File: src/rtl/pbisc_pkg.sv
// Shared types and constants for the power-button and idle-sleep controller.
`timescale 1ns / 1ps
package pbisc_pkg;

    // Width of the internal time base; timestamps wrap modulo 2^TIME_BITS
    localparam int TIME_BITS = 32;
    // Width used for compares of idle time against the 32-bit timeouts
    localparam int CMP_BITS  = (TIME_BITS > 32) ? TIME_BITS : 32;

    localparam logic [15:0] SHORT_PRESS_RST = 16'd800;
    localparam logic [15:0] WAKE_HOLD_RST   = 16'd2000;

    typedef logic [TIME_BITS-1:0] t_time;
    typedef logic [CMP_BITS-1:0]  t_cmp;
    typedef logic [31:0]          t_stamp;
    typedef logic [15:0]          t_ms16;
    typedef logic [2:0]           t_cmd_bits;
    typedef logic [2:0]           t_cfg_idx;
    typedef logic [31:0]          t_cfg_data;

    // Event commands
    typedef enum logic [2:0] {
        CMD_WAKE_HOLD       = 3'd0,
        CMD_CONSUME_RELEASE = 3'd1,
        CMD_NOTE_ACTIVITY   = 3'd2,
        CMD_POLL_HOLD       = 3'd3,
        CMD_SLEEP_CHECK     = 3'd4,
        CMD_TILT_TOGGLE     = 3'd5
    } t_cmd;

    // Configuration register indexes
    typedef enum logic [2:0] {
        REG_TRUE_SLEEP_TIMEOUT = 3'd0,
        REG_GYRO_OFF_TIMEOUT   = 3'd1,
        REG_TILT_PAGE_TURN     = 3'd2,
        REG_SHORT_PRESS        = 3'd3,
        REG_WAKE_HOLD          = 3'd4
    } t_reg_idx;

endpackage

File: src/rtl/pbisc_if.sv
// Handshake channel interfaces: event input, result output and config write.
`timescale 1ns / 1ps
interface pbisc_in_if;
    import pbisc_pkg::*;
    logic      valid;
    logic      ready;
    t_cmd_bits command;
    t_stamp    now_ms;
    logic      power_pressed;
    logic      power_released;
    t_ms16     held_ms;
    logic      any_pressed;
    logic      any_released;
    logic      tilt_activity;
    logic      sleep_blocked;

    modport source (
        output valid, command, now_ms, power_pressed, power_released, held_ms,
               any_pressed, any_released, tilt_activity, sleep_blocked,
        input  ready
    );
    modport sink (
        input  valid, command, now_ms, power_pressed, power_released, held_ms,
               any_pressed, any_released, tilt_activity, sleep_blocked,
        output ready
    );
endinterface

interface pbisc_out_if;
    logic valid;
    logic ready;
    logic returned;
    logic sleep_now;
    logic tilt_locked;
    logic tilt_changed;
    logic release_pending;
    logic power_saving_off;

    modport source (
        output valid, returned, sleep_now, tilt_locked, tilt_changed,
               release_pending, power_saving_off,
        input  ready
    );
    modport sink (
        input  valid, returned, sleep_now, tilt_locked, tilt_changed,
               release_pending, power_saving_off,
        output ready
    );
endinterface

interface pbisc_cfg_if;
    import pbisc_pkg::*;
    logic      valid;
    logic      ready;
    t_cfg_idx  index;
    t_cfg_data data;

    modport source (output valid, index, data, input ready);
    modport sink (input valid, index, data, output ready);
endinterface

File: src/rtl/power_button_idle_sleep_ctrl_core.sv
// Top level of the power-button and idle-sleep controller.
`timescale 1ns / 1ps
// Each event word on i_in yields exactly one result word on o_out. Events pass
// through an input register and a result register with combinational decision
// logic between them, so a new word is taken every cycle while o_out does not
// stall. An accepted event waits in the input register; its result word then
// sits in the result register on o_out until taken. A stall on o_out holds the
// result register, and once the input register also holds a word, i_in waits.
// Configuration writes on i_cfg are always taken and must only be issued while
// no event is in flight; writes to indexes beyond the register list are ignored.
module power_button_idle_sleep_ctrl_core (
    input  logic i_clk,
    input  logic i_rst_n,
    pbisc_in_if.sink    i_in,
    pbisc_out_if.source o_out,
    pbisc_cfg_if.sink   i_cfg
);
    import pbisc_pkg::*;

    // Configuration registers
    logic [31:0] r_true_sleep_to;
    logic [31:0] r_gyro_off_to;
    logic        r_tilt_en;
    t_ms16       r_short_press;
    t_ms16       r_wake_hold;

    // Controller state
    t_time r_sleep_allowed_at, n_sleep_allowed_at;
    t_time r_last_activity,    n_last_activity;
    logic  r_wake_wait,  n_wake_wait;
    logic  r_rel_wake,   n_rel_wake;
    logic  r_pwr_off,    n_pwr_off;
    logic  r_tilt_lock,  n_tilt_lock;

    // Input stage
    logic      r_s1_valid;
    t_cmd_bits r_cmd;
    t_time     r_now;
    logic      r_pw_pressed;
    logic      r_pw_released;
    t_ms16     r_held;
    logic      r_any_p;
    logic      r_any_r;
    logic      r_tilt_act;
    logic      r_blocked;

    // Result stage
    logic r_out_valid;
    logic r_ret, r_sleep, r_locked, r_changed, r_rel_pend, r_ps_off;
    logic n_ret, n_sleep, n_changed, n_ps_off;

    logic advance;
    logic in_fire;
    logic fire;

    // Pipeline handshake: both stages move together unless the result stalls; an empty input stage still takes a word
    assign advance     = !r_out_valid || o_out.ready;
    assign i_in.ready  = advance || !r_s1_valid;
    assign in_fire     = i_in.valid && i_in.ready;
    assign fire        = r_s1_valid && advance;
    assign i_cfg.ready = 1'b1;

    // Write configuration registers
    always_ff @(posedge i_clk) begin
        if (!i_rst_n) begin
            r_true_sleep_to <= '0;
            r_gyro_off_to   <= '0;
            r_tilt_en       <= 1'b0;
            r_short_press   <= SHORT_PRESS_RST;
            r_wake_hold     <= WAKE_HOLD_RST;
        end else if (i_cfg.valid) begin
            case (i_cfg.index)
                REG_TRUE_SLEEP_TIMEOUT: r_true_sleep_to <= i_cfg.data;
                REG_GYRO_OFF_TIMEOUT:   r_gyro_off_to   <= i_cfg.data;
                REG_TILT_PAGE_TURN:     r_tilt_en       <= i_cfg.data[0];
                REG_SHORT_PRESS:        r_short_press   <= i_cfg.data[15:0];
                REG_WAKE_HOLD:          r_wake_hold     <= i_cfg.data[15:0];
                default: ;
            endcase
        end
    end

    // Capture the event word
    always_ff @(posedge i_clk) begin
        if (!i_rst_n) begin
            r_s1_valid <= 1'b0;
        end else if (in_fire) begin
            r_s1_valid <= 1'b1;
        end else if (advance) begin
            r_s1_valid <= 1'b0;
        end
    end

    always_ff @(posedge i_clk) begin
        if (in_fire) begin
            r_cmd         <= i_in.command;
            r_now         <= t_time'(i_in.now_ms);
            r_pw_pressed  <= i_in.power_pressed;
            r_pw_released <= i_in.power_released;
            r_held        <= i_in.held_ms;
            r_any_p       <= i_in.any_pressed;
            r_any_r       <= i_in.any_released;
            r_tilt_act    <= i_in.tilt_activity;
            r_blocked     <= i_in.sleep_blocked;
        end
    end

    // Decide the event against the current state
    logic  hold_ok;
    logic  long_press;
    logic  long_hold;
    logic  long_release;
    t_time act_base;
    t_time idle;
    logic  true_sleep_hit;
    logic  gyro_hit;

    always_comb begin
        hold_ok      = r_rel_wake && (r_now >= r_sleep_allowed_at);
        long_press   = r_held > r_short_press;
        long_hold    = r_pw_pressed && long_press;
        long_release = r_pw_released && long_press;
        act_base     = (r_last_activity == '0) ? r_now : r_last_activity;
        idle         = r_now - act_base;
        true_sleep_hit = (r_true_sleep_to != '0) &&
                         (t_cmp'(idle) >= t_cmp'(r_true_sleep_to));
        gyro_hit       = (r_gyro_off_to != '0) && !r_tilt_lock && r_tilt_en &&
                         (t_cmp'(idle) >= t_cmp'(r_gyro_off_to));

        n_sleep_allowed_at = r_sleep_allowed_at;
        n_last_activity    = r_last_activity;
        n_wake_wait        = r_wake_wait;
        n_rel_wake         = r_rel_wake;
        n_pwr_off          = r_pwr_off;
        n_tilt_lock        = r_tilt_lock;
        n_ret              = 1'b0;
        n_sleep            = 1'b0;
        n_changed          = 1'b0;
        n_ps_off           = 1'b0;

        case (r_cmd)
            CMD_WAKE_HOLD: begin
                n_wake_wait        = 1'b1;
                n_rel_wake         = 1'b0;
                n_pwr_off          = 1'b0;
                n_sleep_allowed_at = r_now + t_time'(r_wake_hold);
                n_last_activity    = r_now;
            end
            CMD_CONSUME_RELEASE: begin
                if (r_wake_wait && !r_pw_pressed) begin
                    n_wake_wait = 1'b0;
                    n_rel_wake  = 1'b1;
                    n_pwr_off   = 1'b0;
                    n_ret       = 1'b1;
                end
            end
            CMD_NOTE_ACTIVITY: begin
                if (r_any_p || r_any_r || r_tilt_act) begin
                    n_last_activity = r_now;
                    n_ps_off        = 1'b1;
                end
                if (!r_pw_pressed) begin
                    n_rel_wake = 1'b1;
                end
            end
            CMD_POLL_HOLD: begin
                if (hold_ok && long_hold) begin
                    n_pwr_off = 1'b1;
                end
            end
            CMD_SLEEP_CHECK: begin
                n_last_activity = act_base;
                if (hold_ok && (r_pwr_off || long_hold || long_release)) begin
                    n_pwr_off = 1'b0;
                    n_sleep   = 1'b1;
                end else if (!r_blocked) begin
                    if (true_sleep_hit) begin
                        n_sleep = 1'b1;
                    end else if (gyro_hit) begin
                        n_tilt_lock = 1'b1;
                        n_changed   = 1'b1;
                    end
                end
                n_ret = n_sleep;
            end
            CMD_TILT_TOGGLE: begin
                if (!r_wake_wait) begin
                    if (r_pw_released && !long_press) begin
                        n_tilt_lock = !r_tilt_lock;
                        n_changed   = 1'b1;
                        n_ret       = 1'b1;
                    end else if (r_tilt_lock && (r_any_p || r_any_r)) begin
                        n_tilt_lock = 1'b0;
                        n_changed   = 1'b1;
                    end
                end
            end
            default: ;
        endcase
    end

    // Commit state as the event leaves the input stage
    always_ff @(posedge i_clk) begin
        if (!i_rst_n) begin
            r_sleep_allowed_at <= '0;
            r_last_activity    <= '0;
            r_wake_wait        <= 1'b0;
            r_rel_wake         <= 1'b0;
            r_pwr_off          <= 1'b0;
            r_tilt_lock        <= 1'b0;
        end else if (fire) begin
            r_sleep_allowed_at <= n_sleep_allowed_at;
            r_last_activity    <= n_last_activity;
            r_wake_wait        <= n_wake_wait;
            r_rel_wake         <= n_rel_wake;
            r_pwr_off          <= n_pwr_off;
            r_tilt_lock        <= n_tilt_lock;
        end
    end

    // Hold the result word until taken
    always_ff @(posedge i_clk) begin
        if (!i_rst_n) begin
            r_out_valid <= 1'b0;
        end else if (advance) begin
            r_out_valid <= r_s1_valid;
        end
    end

    always_ff @(posedge i_clk) begin
        if (fire) begin
            r_ret      <= n_ret;
            r_sleep    <= n_sleep;
            r_locked   <= n_tilt_lock;
            r_changed  <= n_changed;
            r_rel_pend <= n_wake_wait;
            r_ps_off   <= n_ps_off;
        end
    end

    assign o_out.valid            = r_out_valid;
    assign o_out.returned         = r_ret;
    assign o_out.sleep_now        = r_sleep;
    assign o_out.tilt_locked      = r_locked;
    assign o_out.tilt_changed     = r_changed;
    assign o_out.release_pending  = r_rel_pend;
    assign o_out.power_saving_off = r_ps_off;

endmodule
File: src/flat_wrapper.sv
// flat-port wrapper written by rule: the top's interface ports become plain ports
module power_button_idle_sleep_ctrl_core_flat import pbisc_pkg::*;
  (i_clk, i_rst_n, i_in_valid, i_in_command, i_in_now_ms, i_in_power_pressed, i_in_power_released, i_in_held_ms, i_in_any_pressed, i_in_any_released, i_in_tilt_activity, i_in_sleep_blocked, i_in_ready, o_out_valid, o_out_returned, o_out_sleep_now, o_out_tilt_locked, o_out_tilt_changed, o_out_release_pending, o_out_power_saving_off, o_out_ready, i_cfg_valid, i_cfg_index, i_cfg_data, i_cfg_ready);
  pbisc_in_if i_in_i ();
  pbisc_out_if o_out_i ();
  pbisc_cfg_if i_cfg_i ();
  input  logic i_clk;
  input  logic i_rst_n;
  input wire logic [$bits(i_in_i.valid)-1:0] i_in_valid;
  input wire logic [$bits(i_in_i.command)-1:0] i_in_command;
  input wire logic [$bits(i_in_i.now_ms)-1:0] i_in_now_ms;
  input wire logic [$bits(i_in_i.power_pressed)-1:0] i_in_power_pressed;
  input wire logic [$bits(i_in_i.power_released)-1:0] i_in_power_released;
  input wire logic [$bits(i_in_i.held_ms)-1:0] i_in_held_ms;
  input wire logic [$bits(i_in_i.any_pressed)-1:0] i_in_any_pressed;
  input wire logic [$bits(i_in_i.any_released)-1:0] i_in_any_released;
  input wire logic [$bits(i_in_i.tilt_activity)-1:0] i_in_tilt_activity;
  input wire logic [$bits(i_in_i.sleep_blocked)-1:0] i_in_sleep_blocked;
  output wire logic [$bits(i_in_i.ready)-1:0] i_in_ready;
  output wire logic [$bits(o_out_i.valid)-1:0] o_out_valid;
  output wire logic [$bits(o_out_i.returned)-1:0] o_out_returned;
  output wire logic [$bits(o_out_i.sleep_now)-1:0] o_out_sleep_now;
  output wire logic [$bits(o_out_i.tilt_locked)-1:0] o_out_tilt_locked;
  output wire logic [$bits(o_out_i.tilt_changed)-1:0] o_out_tilt_changed;
  output wire logic [$bits(o_out_i.release_pending)-1:0] o_out_release_pending;
  output wire logic [$bits(o_out_i.power_saving_off)-1:0] o_out_power_saving_off;
  input wire logic [$bits(o_out_i.ready)-1:0] o_out_ready;
  input wire logic [$bits(i_cfg_i.valid)-1:0] i_cfg_valid;
  input wire logic [$bits(i_cfg_i.index)-1:0] i_cfg_index;
  input wire logic [$bits(i_cfg_i.data)-1:0] i_cfg_data;
  output wire logic [$bits(i_cfg_i.ready)-1:0] i_cfg_ready;
  assign i_in_i.valid = i_in_valid;
  assign i_in_i.command = i_in_command;
  assign i_in_i.now_ms = i_in_now_ms;
  assign i_in_i.power_pressed = i_in_power_pressed;
  assign i_in_i.power_released = i_in_power_released;
  assign i_in_i.held_ms = i_in_held_ms;
  assign i_in_i.any_pressed = i_in_any_pressed;
  assign i_in_i.any_released = i_in_any_released;
  assign i_in_i.tilt_activity = i_in_tilt_activity;
  assign i_in_i.sleep_blocked = i_in_sleep_blocked;
  assign i_in_ready = i_in_i.ready;
  assign o_out_valid = o_out_i.valid;
  assign o_out_returned = o_out_i.returned;
  assign o_out_sleep_now = o_out_i.sleep_now;
  assign o_out_tilt_locked = o_out_i.tilt_locked;
  assign o_out_tilt_changed = o_out_i.tilt_changed;
  assign o_out_release_pending = o_out_i.release_pending;
  assign o_out_power_saving_off = o_out_i.power_saving_off;
  assign o_out_i.ready = o_out_ready;
  assign i_cfg_i.valid = i_cfg_valid;
  assign i_cfg_i.index = i_cfg_index;
  assign i_cfg_i.data = i_cfg_data;
  assign i_cfg_ready = i_cfg_i.ready;
  power_button_idle_sleep_ctrl_core u_core (.i_clk(i_clk), .i_rst_n(i_rst_n), .i_in(i_in_i), .o_out(o_out_i), .i_cfg(i_cfg_i));
endmodule
File: config.mk
export PLATFORM = sky130hd
export DESIGN_NAME = power_button_idle_sleep_ctrl_core_flat
export DESIGN_NICKNAME = d
export VERILOG_FILES = /design/src/rtl/pbisc_pkg.sv /design/src/rtl/pbisc_if.sv /design/src/rtl/power_button_idle_sleep_ctrl_core.sv /design/src/flat_wrapper.sv
export SDC_FILE = /design/constraint.sdc
export NUM_CORES = 1
export LEC_CHECK = 0
export BUFFER_PORTS_ARGS = -buffer_cell sky130_fd_sc_hd__buf_2
export CAP_MARGIN = 20
export CORE_UTILIZATION = 29
export CTS_CLUSTER_SIZE = 20
export DETAILED_ROUTE_END_ITERATION = 7
export HOLD_SLACK_MARGIN = 0.1
export PLACE_DENSITY_LB_ADDON = 0.3
export SLEW_MARGIN = 20
export SYNTH_ARGS = -nofsm -noshare
export SYNTH_HDL_FRONTEND = slang
export SYNTH_SLANG_ARGS = --single-unit
File: constraint.sdc
create_clock -name i_clk -period 6.2 [get_ports i_clk]
set_input_delay 0.62 -clock i_clk [delete_from_list [all_inputs] [get_ports i_clk]]
set_output_delay 0.62 -clock i_clk [all_outputs]
set_load 0.05 [all_outputs]
After elaboration in Yosys (flattened, before gate mapping)

Index checks and enable logic that the tools add are counted.

Word-level logic and storage cells: 129
Register bits: 230

Equality and inequality tests: 14
Multiplexer cells: 38
Magnitude comparators: 4
Reductions and logical operators: 43
Add/subtract/negate cells: 2

Operators with widths:

| cell                                                                     | number |
|---|---|
| 32-bit greater-or-equal comparator                                       | 3 |
| 32-bit one-hot mux with 3 select lines                                   | 1 |
| 32-bit 2-to-1 mux                                                        | 2 |
| 32-bit nonzero test                                                      | 2 |
| 32-bit by 16-bit adder with 32-bit output                                | 1 |
| 32-bit zero test                                                         | 1 |
| 32-bit subtractor                                                        | 1 |
| 1-bit 2-to-1 mux                                                         | 29 |
| 16-bit greater-than comparator                                           | 1 |
| 1-bit logical AND                                                        | 14 |
| 3-bit by 2-bit == test with 1-bit output (second input constant)         | 4 |
| 2-bit AND reduction                                                      | 6 |
| 3-bit == test (second input constant)                                    | 3 |
| 2-bit by 1-bit inequality test with 1-bit output (second input constant) | 4 |
| 3-bit by 1-bit == test with 1-bit output (second input constant)         | 2 |
| 3-bit zero test                                                          | 2 |
| 1-bit logical OR                                                         | 6 |
| 1-bit one-hot mux with 2 select lines                                    | 3 |
| 1-bit one-hot mux with 3 select lines                                    | 2 |
| 3-bit nonzero test                                                       | 2 |
| 1-bit zero test                                                          | 5 |
| 5-bit AND reduction                                                      | 1 |
| 1-bit one-hot mux with 4 select lines                                    | 1 |
| 4-bit AND reduction                                                      | 1 |
| 4 further kinds                                                          | 4 |

Longest topological paths before layout

Gate-level depths: netlist of the first run.

Word-level depth: 10
Gate-level depth with buffers: 29
Depth with buffers taken out: 27

Least setup slack after synthesis of the first run

OpenSTA, ideal clock, no wires.

Path type: flip-flop to flip-flop
Start: register u_core.r_last_activity[23]
End: register u_core.r_locked (netlist: u_core.o_out.tilt_locked), data pin
Setup slack: 0.827 ns
Stages on the path, launching flop included: 30
Arrival: 5.114 ns
Required time: 5.941 ns
Cells stage by stage: dfxtp_1 nor4_1 nand2_1 nor4_4 buf_2 buf_1 a21oi_1 ha_1 nand2_1 nand2_1 a21oi_1 a21boi_0 o22ai_1 a31oi_2 o311a_1 o211ai_1 nand2_1 o21ai_1 xor2_1 ha_1 nor2b_1 o21ai_0 nand2b_1 a21oi_1 nor2_1 a211oi_1 o21ai_0 a31o_2 and3_1 o21bai_1

Word-level cells in the longest chain between the ends: 10

Ends and longest elaborated chain:

| what                                      | line                                     | text |
|---|---|---|
| start: declaration                        | power_button_idle_sleep_ctrl_core.sv:29  | `t_time r_last_activity, n_last_activity;` |
| start signal: assignment                  | power_button_idle_sleep_ctrl_core.sv:213 | `r_last_activity <= n_last_activity;` |
| 32-bit zero test                          | power_button_idle_sleep_ctrl_core.sv:123 | `act_base = (r_last_activity == '0) ? r_now : r_last_activity;` |
| 32-bit 2-to-1 mux (*)                     | power_button_idle_sleep_ctrl_core.sv:123 |  |
| 32-bit subtractor (*)                     | power_button_idle_sleep_ctrl_core.sv:124 | `idle = r_now - act_base;` |
| 32-bit greater-or-equal comparator        | power_button_idle_sleep_ctrl_core.sv:128 | `(t_cmp'(idle) >= t_cmp'(r_gyro_off_to));` |
| 1-bit logical AND                         | power_button_idle_sleep_ctrl_core.sv:127 | `gyro_hit = (r_gyro_off_to != '0) && !r_tilt_lock && r_tilt_en &&` |
| 1-bit 2-to-1 mux                          | power_button_idle_sleep_ctrl_core.sv:179 | `end else if (gyro_hit) begin` |
| 1-bit 2-to-1 mux (*)                      | power_button_idle_sleep_ctrl_core.sv:177 | `if (true_sleep_hit) begin` |
| 1-bit 2-to-1 mux (*)                      | power_button_idle_sleep_ctrl_core.sv:176 | `end else if (!r_blocked) begin` |
| 1-bit 2-to-1 mux (*)                      | power_button_idle_sleep_ctrl_core.sv:173 | `if (hold_ok && (r_pwr_off \|\| long_hold \|\| long_release)) begin` |
| 1-bit one-hot mux with 2 select lines (*) | power_button_idle_sleep_ctrl_core.sv:141 | `case (r_cmd)` |
| via u_core.n_tilt_lock                    | power_button_idle_sleep_ctrl_core.sv:33  | `logic r_tilt_lock, n_tilt_lock;` |
| end signal: assignment                    | power_button_idle_sleep_ctrl_core.sv:234 | `r_locked <= n_tilt_lock;` |
| end: declaration                          | power_button_idle_sleep_ctrl_core.sv:49  | `logic r_ret, r_sleep, r_locked, r_changed, r_rel_pend, r_ps_off;` |

The timed path passes the listed nets; every way through them passes the cells marked *.
A chain may end at the register's enable or synchronous reset.

Final worst setup path of the first run

Start: register u_core.r_last_activity[12]
End: register u_core.r_locked (netlist: u_core.o_out.tilt_locked), data pin

The elaborated chain is that of the path after synthesis.

==> results of run 1 <==
==> routing by layer <==
layer	vias up	track usage
met4	0	0.0354
met3	51	0.0261
met1	5524	0.218
met5	-	0
li1	5897	-
met2	224	0.279
==> cell usage after synthesis (all sizes together) (10+ instances only) <==
master and count:
a211oi 12, a21o 56, a21oi 229, a22oi 15, and3 10, buf 12
clkbuf 52, dfxtp 167, edfxtp 63, ha 154, inv 134, nand2 309
nand2b 21, nand3 25, nand4 26, nor2 63, nor2b 16, nor3 15
nor4 27, o211ai 12, o21ai 62, xnor2 44, xor2 14
==> power groups by stage <==
stage / Clock [uW] / Sequential (uW) / Combinational (uW)
6_report: 1820 / 1660 / 1350
5_1_grt: 1930 / 1660 / 1530
4_1_cts: 1870 / 1660 / 1330
3_5_place_dp: 0 / 1690 / 1320
3_3_place_gp: 0 / 1690 / 1300
2_1_floorplan: 0 / 1670 / 964
==> state kept, by name, summed over array words and instances (netlist names), 3 cells and up <==
signal and cells:
u_core.r_held 16, u_core.r_short_press 16, u_core.r_wake_hold 16, u_core.r_sleep_allowed_at 32, u_core.r_true_sleep_to 32, u_core.r_gyro_off_to 32, u_core.r_cmd 3, u_core.r_last_activity 32
u_core.r_now 32
==> repair_timing <==
action,in CTS,in global routing
setup buffers,0,3
gates resized for setup,0,6
setup endpoints to repair,0,4
==> logic make-up (layout without fill, tap and decap cells) <==
| family | Yosys count | in the layout | synth area share |
|---|---|---|---|
| XOR/XNOR | 58 | 58 | 0.0373 |
| AND/OR/NAND/NOR | 539 | 539 | 0.178 |
| AO/OA/AOI/OAI | 450 | 450 | 0.200 |
| multiplexers | 2 | 2 | 0.00147 |
| adder cells (fa/ha/maj) | 156 | 156 | 0.144 |
| buffers and inverters | 198 | 305 | 0.0554 |
| other | 1 | 1 | 0.000275 |
| flip-flops | 230 | 230 | 0.384 |
==> path summary, 6_finish.rpt <==
check                           slack (ns)                                 startpoint  cells after the start                                         to
worst min register to register        0.45  u_core.r_sleep_allowed_at[8]$_SDFFE_PN0P_                      2  u_core.r_sleep_allowed_at[8]$_SDFFE_PN0P_
worst max register to register        0.45    u_core.r_last_activity[12]$_SDFFE_PN0P_                     27         u_core.o_out.tilt_locked$_DFFE_PP_
worst max-delay path                  0.45    u_core.r_last_activity[12]$_SDFFE_PN0P_                     27         u_core.o_out.tilt_locked$_DFFE_PP_
worst min-delay path                  0.21                            i_in_now_ms[31]                      1                 u_core.r_now[31]$_DFFE_PP_
==> cell type report <==
| cell class | instances | area share |
|---|---|---|
| clock buffers | 45 | 0.0580 |
| inverters | 134 | 0.0319 |
| well taps | 607 | 0.0479 |
| multi-input cells | 1206 | 0.484 |
| flip-flops and latches | 230 | 0.330 |
| clock inverters | 9 | 0.00789 |
| repair buffers | 117 | 0.0398 |
==> stage by stage <==
| step | instance area, sq um | std cells | setup slack, ns | utilization |
|---|---|---|---|---|
| floorplan | 13600 | 1634 | 0.827 | - |
| global placement | 14800 | 2291 | 0.539 | 0.318 |
| detailed placement | 14800 | 2291 | 0.420 | 0.318 |
| CTS | 15800 | 2345 | 0.386 | 0.340 |
| global route | 15900 | 2348 | 0.00172 | 0.341 |
| finish | 15900 | 2348 | 0.451 | 0.341 |
==> results.sh, run 1 <==
export IMPL_outcome="completed"
export IMPL_worstPathArrival_ns=6.08
export IMPL_setup_viol=0
export IMPL_critPathSlowestCell="nor4_1"
export IMPL_finalCritPeriodShare=0.927
export IMPL_crit_fanout=12
export IMPL_final_common_cell="nand2_1"
export IMPL_drt_met1_wl_microns=18400
export IMPL_cts_max_path_buffers=3
export IMPL_slew_viol_final=0
export IMPL_grt_pass1_vias=11200
export IMPL_hold_buffers=0
export IMPL_antenna_found_initial=0
export IMPL_n_antenna_cell=0
export IMPL_initial_core_util=0.293
export IMPL_hold_viol=0
export IMPL_nNetsFinal=1970
export IMPL_synth_top_cells_by_area="dfxtp_1, ha_1, edfxtp_1, nand2_1, a21oi_1"
export IMPL_clk_pin_slew_ns=0.06
export IMPL_fin_skew_ns=0.00998
export IMPL_clock_latency_ns=0.58
export IMPL_grt_max_degree=86
export IMPL_powerDensity_nw_per_um2=304
export IMPL_area_growth_pct=16.3
export IMPL_timing_critical_path_buf_inv=1
export IMPL_p_total_uw=4820
export IMPL_cts_buffers=29
export IMPL_max_stage_delay_ns=0.38
export IMPL_top_layer="met4"
export IMPL_dieHeight_microns=219
export IMPL_worst_slew_pin_slew_ns=0.988
export IMPL_multiInputGateArea_sq_um=7680
export IMPL_port_buffers=104
export IMPL_io_pins=106
export IMPL_synth_top_cell_area_share=0.245
export IMPL_switching_share=0.319
export IMPL_wl_microns=39700
export IMPL_cts_num_sinks=230
export IMPL_drtAntennaViolNets=0
export IMPL_first_pass_iters=7
export IMPL_rsz0062_at_grt="false"
export IMPL_final_min_clock_period_ns=5.75
export IMPL_syn_inst=1634
export IMPL_asyncSetResetFlopFracSynth=0
export IMPL_leakagePower_uw=0.00603
export IMPL_root_buffer="clkbuf_16"
export IMPL_sequentialPowerShare=0.344
export IMPL_cap_violations=0
export IMPL_first_iter_violations=802
export IMPL_grt_pass1_wl_microns=61800
export IMPL_yosys_area_top_type="dfxtp_1"
export IMPL_layout_common_cells="nand2_1, a21oi_1, dfxtp_1, ha_1, inv_1"
export IMPL_pwr_share_clk=0.377
export IMPL_synth_warnings=0
export IMPL_globalplace_congestion=0.896
export IMPL_path_class="flop to flop"
export IMPL_seq_area_sq_um=5240
export IMPL_syn_nets=1886
export IMPL_timing_fmax_mhz=174
export IMPL_wl_per_cell_microns=16.9
export IMPL_place_hpwl_microns=29800
export IMPL_wl_met2_microns=18800
export IMPL_vias=11700
export IMPL_ir_drop_uv=220
export IMPL_htree_levels=1
export IMPL_required_ns=6.53
export IMPL_synth_seq_cells=230
export IMPL_die_area_sq_um=47900
export IMPL_syn_area_sq_um=13600
export IMPL_fillers=4873
export IMPL_die_w_microns=219
export IMPL_p_int_uw=3280
export IMPL_drive_gt1_frac=0.108
export IMPL_core_area_sq_um=46500
export IMPL_p_switching_uw=1540
export IMPL_critical_path_top_delay_family="compound AO/OA/AOI/OAI gates"
export IMPL_ys_flop_type="dfxtp_1"
export IMPL_seq_area_frac_synth=0.384
export IMPL_cp_common_cell="a21oi_1"
export IMPL_hp_class="input port to flop"
export IMPL_synth_avg_cell_area_sq_um=8.34
export IMPL_drc=0
export IMPL_maxSlewHeadroom=0.338
export IMPL_row_count=79
export IMPL_dr_wl_met3_microns=1830
export IMPL_whs_ns=0.206
export IMPL_critPathLaunchType="flop"
export IMPL_crit_path_end_kind="flop"
export IMPL_cts_tree="built"
export IMPL_synth_edf_count=63
export IMPL_fin_setup_tns_ns=0
export IMPL_synth_cell_types=71
export IMPL_p_comb_frac=0.279
export IMPL_via_per_inst=4.98
export IMPL_grt_overflow=0
export IMPL_grt_total_usage=0.164
(Power assumes the default switching activity.)
==> run 2: changes to the inputs <==
- ABC_AREA: not set -> 1
==> run 2 against run 1 <==
Sequential share of layout area decreased by 1.9 points. Clock power down 11%. Fmax grew 11%. Clock skew up 0.046 ns. Wire length grew 8.5%. Critical path depth shrank 1. Highest routed layer unchanged. Utilization down 0.49 points. Area after synthesis up 7.9%. Cell area increased by 6.2%.
==> results.sh, run 2 <==
export IMPL_first_iter_violations=873
export IMPL_dieHeight_microns=227
export IMPL_leakagePower_uw=0.00766
export IMPL_hp_start="i_in_held_ms[6]"
export IMPL_clk_pin_slew_ns=0.06
export IMPL_grt_overflow=0
export IMPL_worstPathArrival_ns=5.55
export IMPL_crit_fanout=26
export IMPL_rsz0062_at_grt="false"
export IMPL_syn_nets=2278
export IMPL_via_per_inst=4.81
export IMPL_ff2ff_setup_slack_ns=1.01
export IMPL_r2r_start="u_core.r_last_activity[2]$_SDFFE_PN0P_"
export IMPL_timing_fmax_mhz=193
export IMPL_hp_class="input port to flop"
export IMPL_cts_buffers=28
export IMPL_cap_violations=0
export IMPL_grt_pass1_wl_microns=68900
export IMPL_post_cts_setup_buffers=0
export IMPL_r2r_end="u_core.o_out.returned$_DFFE_PP_"
export IMPL_critPathLaunchType="flop"
export IMPL_cts_num_sinks=230
export IMPL_die_w_microns=227
export IMPL_grt_max_degree=86
export IMPL_fin_setup_tns_ns=0
export IMPL_row_count=82
export IMPL_post_route_util=0.336
export IMPL_nNetsFinal=2369
export IMPL_drc=0
export IMPL_reg2regPathDepth=26
export IMPL_cts_tree="built"
export IMPL_maxSlewHeadroom=0.263
export IMPL_final_common_cell="nand2_1"
export IMPL_synth_warnings=0
export IMPL_finalCritPeriodShare=0.837
export IMPL_path_class="flop to flop"
export IMPL_asyncSetResetFlopFracSynth=0
export IMPL_slew_viol_final=0
export IMPL_die_area_sq_um=51600
export IMPL_synth_avg_cell_area_sq_um=7.26
export IMPL_hold_buffers=0
export IMPL_layout_common_cells="nand2_1, inv_1, a21oi_1, o21ai_0, dfxtp_1"
export IMPL_powerDensity_nw_per_um2=266
export IMPL_drive_gt1_frac=0.0921
export IMPL_wl_per_cell_microns=15.3
export IMPL_io_pins=106
export IMPL_hold_viol=0
export IMPL_synth_top_cells_by_area="dfxtp_1, ha_1, edfxtp_1, a21oi_1, nand2_1"
export IMPL_drtAntennaViolNets=0
export IMPL_cts_max_path_buffers=3
export IMPL_seq_area_frac_synth=0.356
export IMPL_ys_top_cells_by_count="nand2_1, inv_1, a21oi_1"
export IMPL_crit_path_end_kind="flop"
export IMPL_syn_area_sq_um=14700
export IMPL_area_growth_pct=14.5
export IMPL_post_cts_resize_count=0
export IMPL_antenna_found_initial=0
export IMPL_synth_seq_cells=230
export IMPL_yosysMostFrequentCell="nand2_1"
export IMPL_core_area_sq_um=50100
export IMPL_required_ns=6.56
export IMPL_min_path_cells=1
export IMPL_initial_core_util=0.294
export IMPL_placed_cells=2759
export IMPL_root_buffer="clkbuf_16"
export IMPL_clock_latency_ns=0.60
export IMPL_yosys_area_top_type="dfxtp_1"
export IMPL_grt_pass1_vias=12800
export IMPL_first_pass_iters=5
export IMPL_grt_total_usage=0.169
export IMPL_place_hpwl_microns=33600
export IMPL_final_min_clock_period_ns=5.19
export IMPL_ys_flop_type="dfxtp_1"
export IMPL_fillers=5454
export IMPL_outcome="completed"
export IMPL_fin_skew_ns=0.0556
export IMPL_synth_edf_count=63
export IMPL_wl_microns=43100
export IMPL_fin_cells=2811
export IMPL_syn_inst=2026
export IMPL_synth_top_cell_area_share=0.227
export IMPL_port_buffers=104
export IMPL_synth_cell_types=45
export IMPL_hold_end="u_core.r_held[6]$_DFFE_PP_"
export IMPL_n_antenna_cell=0
export IMPL_setup_viol=0
export IMPL_globalplace_congestion=0.896
export IMPL_worst_slew_pin_slew_ns=1.10
export IMPL_htree_levels=1
export IMPL_vias=13500
export IMPL_ir_drop_uv=219
[run 2: worst max-delay path by stage]
stage               cells after the start                                     from                                   to
floorplan                              28  u_core.r_last_activity[14]$_SDFFE_PN0P_      u_core.o_out.returned$_DFFE_PP_
global placement                       27   u_core.r_last_activity[2]$_SDFFE_PN0P_  u_core.o_out.tilt_changed$_DFFE_PP_
detailed placement                     27   u_core.r_last_activity[2]$_SDFFE_PN0P_      u_core.o_out.returned$_DFFE_PP_
CTS                                    27   u_core.r_last_activity[3]$_SDFFE_PN0P_      u_core.o_out.returned$_DFFE_PP_
global route                           27  u_core.r_last_activity[20]$_SDFFE_PN0P_      u_core.o_out.returned$_DFFE_PP_
finish                                 26   u_core.r_last_activity[2]$_SDFFE_PN0P_      u_core.o_out.returned$_DFFE_PP_
[run 2: layout make-up]
cell class,instances,area [sq um],share of cell area
clock buffers,39,752,0.0446
flip-flops and latches,230,5240,0.311
inverters,330,1240,0.0735
well taps,672,841,0.0499
multi-input cells,1411,8020,0.476
clock inverters,13,145,0.00862
repair buffers,116,611,0.0363
[run 2: kinds of logic (layout without fill, tap and decap cells)]
kind of cell,after synthesis,after routing,synth area share
other,1,1,0.000255
AO/OA/AOI/OAI,530,530,0.191
buffers and inverters,385,498,0.0991
adder cells (fa/ha/maj),155,155,0.132
flip-flops,230,230,0.356
AND/OR/NAND/NOR,693,693,0.203
XOR/XNOR,32,32,0.0190
[run 2: routing by layer]
metal | wire, microns | track usage
met1 | 20700 | 0.230
met2 | 19700 | 0.283
met3 | 1670 | 0.0201
met4 | 1000 | 0.0414
met5 | 0 | 0
[run 2: worst max-delay path, stage by stage, from the launching register on]
cell      delay, ns
dfxtp_1        0.33
nor2_1         0.10
nand2_1        0.10
nor2_1         0.19
nand2_1        0.12
nor2_4         0.50
a21oi_1        0.13
ha_1           0.40
a21oi_1        0.20
o21ai_0        0.19
a21oi_1        0.34
nor2_1         0.07
a211oi_1       0.27
nand2_1        0.09
nand2_1        0.06
nand2_1        0.09
ha_1           0.31
nand2_1        0.05
inv_1          0.06
nand4_1        0.13
nor4_1         0.40
nand4_1        0.16
nand3_1        0.11
nand2_1        0.13
o21ai_0        0.18
nand2_1        0.09
o311ai_0       0.12
[run 2: power by group]
part / internal (uW) / leakage (uW) / switching [uW]
Combinational: 422 / 0.00524 / 763
Clock: 935 / 0.000439 / 685
Sequential: 1610 / 0.00197 / 57.2
[run 2: through the flow]
step           total power (uW)  instance area (sq um)  hold WS (ns)  setup WS [ns]
2_1_floorplan              2520                  14700         0.433           2.16
3_3_place_gp               2860                  15900         0.452           1.16
3_5_place_dp               2880                  15900         0.457           1.01
4_1_cts                    4520                  16800         0.164          0.990
5_1_grt                    4770                  16800         0.175          0.476
6_report                   4470                  16800         0.194           1.01
